`src/rtl/poi_pkg.sv`:
```
package poi_pkg;

  // field widths
  localparam int unsigned VelW  = 16;
  localparam int unsigned GainW = 16;
  localparam int unsigned TimeW = 16;
  localparam int unsigned PosW  = 32;
  localparam int unsigned AngW  = 16;

  // datapath widths
  localparam int unsigned MulAW = 34;
  localparam int unsigned MulBW = 18;
  localparam int unsigned MulPW = MulAW + MulBW;
  localparam int unsigned AccW  = 64;
  localparam int unsigned DtW   = 33;
  localparam int unsigned CordW = 33;
  localparam int unsigned CfgIdxW = 1;

  // fixed-point shifts
  localparam int unsigned VelShift     = 12;
  localparam int unsigned HdShift      = 44;
  localparam int unsigned KShift       = 30;
  localparam int unsigned PosShift     = 26;
  localparam int unsigned CordPreShift = 14;
  localparam int unsigned SplitW       = 15;

  // rounding offsets
  localparam logic signed [MulPW-1:0] VelRound = MulPW'(1) <<< (VelShift - 1);
  localparam logic signed [MulPW-1:0] PosRound = MulPW'(1) <<< (PosShift - 1);
  localparam logic signed [AccW-1:0]  HdRound  = AccW'(1) <<< (HdShift - 1);
  localparam logic signed [AccW-1:0]  KRound   = AccW'(1) <<< (KShift - 1);

  // radians to binary angle (2^44 scale) and cordic gain correction (Q1.30),
  // both split in two halves for the narrow multiplier
  localparam int RadToBam = 683565276;
  localparam int CordicK  = 652032874;
  localparam int RadLo    = RadToBam % (1 << SplitW);
  localparam int RadHi    = RadToBam / (1 << SplitW);
  localparam int KLo      = CordicK % (1 << SplitW);
  localparam int KHi      = CordicK / (1 << SplitW);

  // saturation bounds
  localparam logic signed [VelW-1:0] VelMax = {1'b0, {(VelW - 1){1'b1}}};
  localparam logic signed [VelW-1:0] VelMin = {1'b1, {(VelW - 1){1'b0}}};
  localparam logic signed [PosW-1:0] PosMax = {1'b0, {(PosW - 1){1'b1}}};
  localparam logic signed [PosW-1:0] PosMin = {1'b1, {(PosW - 1){1'b0}}};

  localparam logic signed [GainW-1:0] GainReset = GainW'(4096);

  // arctangent table, 2^32 = 2pi
  localparam int unsigned AtanEntries = 24;
  localparam int unsigned AtanIdxW    = 5;
  localparam logic [31:0] AtanBam [AtanEntries] = '{
    32'h2000_0000, 32'h12E4_051E, 32'h09FB_385B, 32'h0511_11D4, 32'h028B_0D43,
    32'h0145_D7E1, 32'h00A2_F61E, 32'h0051_7C55, 32'h0028_BE53, 32'h0014_5F2F,
    32'h000A_2F98, 32'h0005_17CC, 32'h0002_8BE6, 32'h0001_45F3, 32'h0000_A2F9,
    32'h0000_517C, 32'h0000_28BE, 32'h0000_145F, 32'h0000_0A2F, 32'h0000_0517,
    32'h0000_028B, 32'h0000_0145, 32'h0000_00A2, 32'h0000_0051
  };

  typedef enum logic {
    OP_ADVANCE = 1'b0,
    OP_LOAD    = 1'b1
  } op_e;

  typedef enum logic [CfgIdxW-1:0] {
    CFG_LINEAR_GAIN  = 1'b0,
    CFG_ANGULAR_GAIN = 1'b1
  } cfg_idx_e;

  typedef struct packed {
    op_e                     operation;
    logic signed [VelW-1:0]  lin_x;
    logic signed [VelW-1:0]  lin_y;
    logic signed [VelW-1:0]  ang_z;
    logic [TimeW-1:0]        elapsed;
    logic signed [PosW-1:0]  init_x;
    logic signed [PosW-1:0]  init_y;
    logic [AngW-1:0]         init_heading;
  } in_req_t;

  typedef struct packed {
    logic signed [PosW-1:0]  pos_x;
    logic signed [PosW-1:0]  pos_y;
    logic [AngW-1:0]         heading;
    logic signed [VelW-1:0]  vel_x_scaled;
    logic signed [VelW-1:0]  vel_y_scaled;
    logic signed [VelW-1:0]  ang_scaled;
  } out_rsp_t;

  typedef struct packed {
    logic init;
    logic step;
  } cordic_ctrl_t;

  function automatic logic signed [VelW-1:0] sat_vel(input logic signed [MulPW-1:0] v);
    logic signed [VelW-1:0] r;
    if (v > MulPW'(VelMax)) begin
      r = VelMax;
    end else if (v < MulPW'(VelMin)) begin
      r = VelMin;
    end else begin
      r = v[VelW-1:0];
    end
    return r;
  endfunction

  function automatic logic signed [PosW-1:0] sat_pos(input logic signed [MulPW-1:0] v);
    logic signed [PosW-1:0] r;
    if (v > MulPW'(PosMax)) begin
      r = PosMax;
    end else if (v < MulPW'(PosMin)) begin
      r = PosMin;
    end else begin
      r = v[PosW-1:0];
    end
    return r;
  endfunction

endpackage

```
`src/rtl/poi_mul.sv`:
```
module poi_mul import poi_pkg::*; (
  input  logic                    clk_i,
  input  logic signed [MulAW-1:0] a_i,
  input  logic signed [MulBW-1:0] b_i,
  output logic signed [MulPW-1:0] p_o
);

  logic signed [MulPW-1:0] p_q;

  // shared signed multiplier, product registered
  always_ff @(posedge clk_i) begin
    p_q <= MulPW'(a_i) * MulPW'(b_i);
  end

  assign p_o = p_q;

endmodule

```
`config.mk`:
```
export PLATFORM = sky130hd
export DESIGN_NAME = poi_mul
export DESIGN_NICKNAME = d
export VERILOG_FILES = /design/src/rtl/poi_pkg.sv /design/src/rtl/poi_mul.sv
export SDC_FILE = /design/constraint.sdc
export NUM_CORES = 2
export LEC_CHECK = 0
export ABC_AREA = 0
export ABC_CLOCK_PERIOD_IN_PS = 9400
export BUFFER_PORTS_ARGS = -buffer_cell sky130_fd_sc_hd__buf_2
export CORE_ASPECT_RATIO = 1.5
export CORE_MARGIN = 1.5
export CORE_UTILIZATION = 45
export CTS_CLUSTER_SIZE = 14
export DETAILED_ROUTE_END_ITERATION = 12
export SLEW_MARGIN = 20
export SYNTH_ARGS = -nofsm -noshare
export SYNTH_HDL_FRONTEND = slang
export SYNTH_SLANG_ARGS = --single-unit
export TNS_END_PERCENT = 50
```
`constraint.sdc`:
```
create_clock -name clk_i -period 9.4 [get_ports clk_i]
set_input_delay 0.94 -clock clk_i [delete_from_list [all_inputs] [get_ports clk_i]]
set_output_delay 0.94 -clock clk_i [all_outputs]
set_load 0.02 [all_outputs]
```
==> impl_results.md <==
* Die area at 0.0504 mm2
* Top delay family on crit path: adder cells
* Mapped Cells at 2430
* Max incr delay on CP at 0.60 ns
* Hold Vio Cnt, Final at 0
* Number of H-tree levels at 2
* Final-report setup violation count at 0
* Post-synthesis simple-gate area fraction at 15.2%
* Nets at 3202
* Post-CTS Hold Buffers at 0
* Fin worst setup slack at 1.75 ns
* 1st-iter DRT viols at 706
* Period minus WS final at 7.65 ns
* M2 GR Usage at 49.1%
* DR pass1 iterations at 7
* Cell mode on critical path: fa_1
* Synth Area in Compound Gates at 4.64%
* Vias in the first global route at 18200
* CP startpoint kind: input port
* Crit path max fanout at 20
* Synthesized flop and latch total at 52
* Netlist cell types at 55
* # rows at 99
* Post-Route WL at 60000 um
* Clock Path Buffers at 2
* WL per Instance at 19.4 um
* GRT met3 Usage at 2.56%
* Syn. warnings at 0
* Post-synth EDFFs at 0
* MaxCap Viol Count at 0
* Core area at 0.0486 mm2
* Post-cts gate resize count at 0
* I/O pin count at 105
* Total Routing Usage GR at 25.9%
* Final antenna-violating net count at 0
* GPL Wtd Cong at 0.923
* Clk slew on worst S/H paths at 0.09 ns
* Max reg flops at 52
* Ant. Diodes at 0
* Die Width at 184 um
* Slew @ Worst Pin at 0.915 ns
* Critical path class: in -> reg
* Post-CTS Setup Bufs at 0
* Root Driver: clkbuf_16
* Fmax achieved at 131 MHz
* CTS Buf Count at 5
* CTS tree: done
* Clock Sinks at 52
* Sequential fraction of the synthesis area at 4.71%
* Initial core utilization at 45.5%
* Chip height at 274 um
* Wire length of the first global-routing pass at 99000 um
* Layout cells sized above 1 at 5.86%
* Fraction of synthesized area in multiplexers at 0%
* Combinational family with the most area after synthesis: adder cells
* Syn Std Cell Area at 0.0221 mm2
* Gr busiest metal: met2
* Critical-path top delay cell: a31oi_1
* Worst Hold Class: in -> reg
* Syn Area/Cell at 9.09 um2
* Critical Path End Type: register
* Final setup TNS at 0 ns
* Worst EP required at 9.64 ns
* Worst path cell trace: buf_2 -> buf_4 -> nand2_1 -> fa_1 -> inv_1 -> fa_1 -> fa_1 -> fa_1 -> fa_1 -> inv_1 -> fa_1 -> inv_1 -> ha_1 -> nand2_1 -> o21ai_0 -> a31oi_1 -> o41ai_1 -> a31oi_1 -> nand2_2 -> a221oi_4 -> o31ai_1 -> a21oi_2 -> xnor2_1
* Slew headroom at 39.0%
* Worst path bufs/invs at 5
* Tcrit/Tclk final at 81.4%
* Met1 Usage GRT at 29.8%
* XOR/XNOR share of the synthesized area at 2.18%
* Post-detail-place hpwl at 49300 um
* Unrepaired setup endpoints after global routing: false
* Status: finished clean
* Vias/cell at 5.11
* IO Port Bufs at 104
* Post-synthesis async set-or-reset flop share at 0%
* Routed vias at 15800
* Initial antenna violation count at 2
* Worst slack, placed at 1.23 ns
* Total gr overflow at 0
* Syn Nets at 3193
* Worst EP arrival at 7.89 ns
* Non-filler instance count after layout at 3095
* Residual DRC count at 0
* Post-Synth Adder-Cell Area at 60.1%
* Layout area overhead at 5.12%
* Largest net degree at the start of global routing at 35
* Top FF cell, synth: dfxtp_1
* Final count of pins violating max slew at 0
* Placed insts at 3088
[stage by stage]
| step | cell area, um2 | hold slack, ns | util [%] |
|---|---|---|---|
| floorplan | 22100 | 1.06 | - |
| global placement | 23100 | 1.36 | 47.5 |
| detailed placement | 23100 | 1.36 | 47.5 |
| CTS | 23200 | 1.09 | 47.8 |
| global route | 23200 | 1.12 | 47.8 |
| finish | 23200 | 1.11 | 47.8 |
[cells in the final DEF (no fill, tap or decap), drive strengths merged, types with 10 or more instances in the layout]
cell type  instances
nand2            361
ha               125
inv              662
a21oi             42
buf              113
and3              10
and2             241
xor2              15
nor2              40
xnor2             40
o21ai             24
nor2b             10
dfxtp             52
a21o              34
fa               585
[cells by family (layout without fill, tap and decap cells)]
group	after synthesis	after routing
AOI/OAI and AO/OA	145	145
xor gates and xnor gates	55	55
DFF	52	52
and+or+nand+nor	696	696
buffers and inverters	772	781
adders and majority gates	710	710
[area by class of cell]
| type | instances | area (um2) |
|---|---|---|
| clock buffers | 5 | 125 |
| fillers | 4785 | 25300 |
| inverters | 661 | 2480 |
| repair buffers | 113 | 588 |
| well taps | 656 | 821 |
| clock inverters | 2 | 16.3 |
| multi-input cells | 1606 | 18100 |
| flip-flops and latches | 52 | 1040 |
[path summary, 6_finish.rpt]
| path | startpoint | end | slack (ns) | cells past startpoint |
|---|---|---|---|---|
| worst max-delay path | b_i[9] | p_o[49] | 1.75 | 23 |
| worst min-delay path | a_i[0] | p_o[0] | 1.11 | 2 |
[per-layer routing]
metal / vias up / wire length, um
met2: 443 / 33000
met5: - / 10
li1: 6915 / -
met1: 8346 / 21800
met3: 124 / 2900
met4: 2 / 2290
[Yosys cell counts (8+ instances only)]
cell type | number | area share, %
nand2b_1 | 8 | 0.23
xnor2_1 | 40 | 1.6
dfxtp_1 | 52 | 4.7
clkbuf_1 | 108 | 1.8
a21o_1 | 31 | 1.1
nand4_1 | 9 | 0.25
and2_1 | 240 | 6.8
nor2b_1 | 10 | 0.28
xor2_1 | 15 | 0.59
and3_1 | 8 | 0.23
a21oi_1 | 37 | 0.84
nand2_1 | 360 | 6.1
ha_1 | 125 | 7.1
nor2_1 | 40 | 0.68
o21ai_0 | 21 | 0.48
fa_1 | 585 | 53
inv_1 | 661 | 11
Power is not shown: default switching activity piles up to over one toggle a cycle in this logic, so the estimate is an artifact.
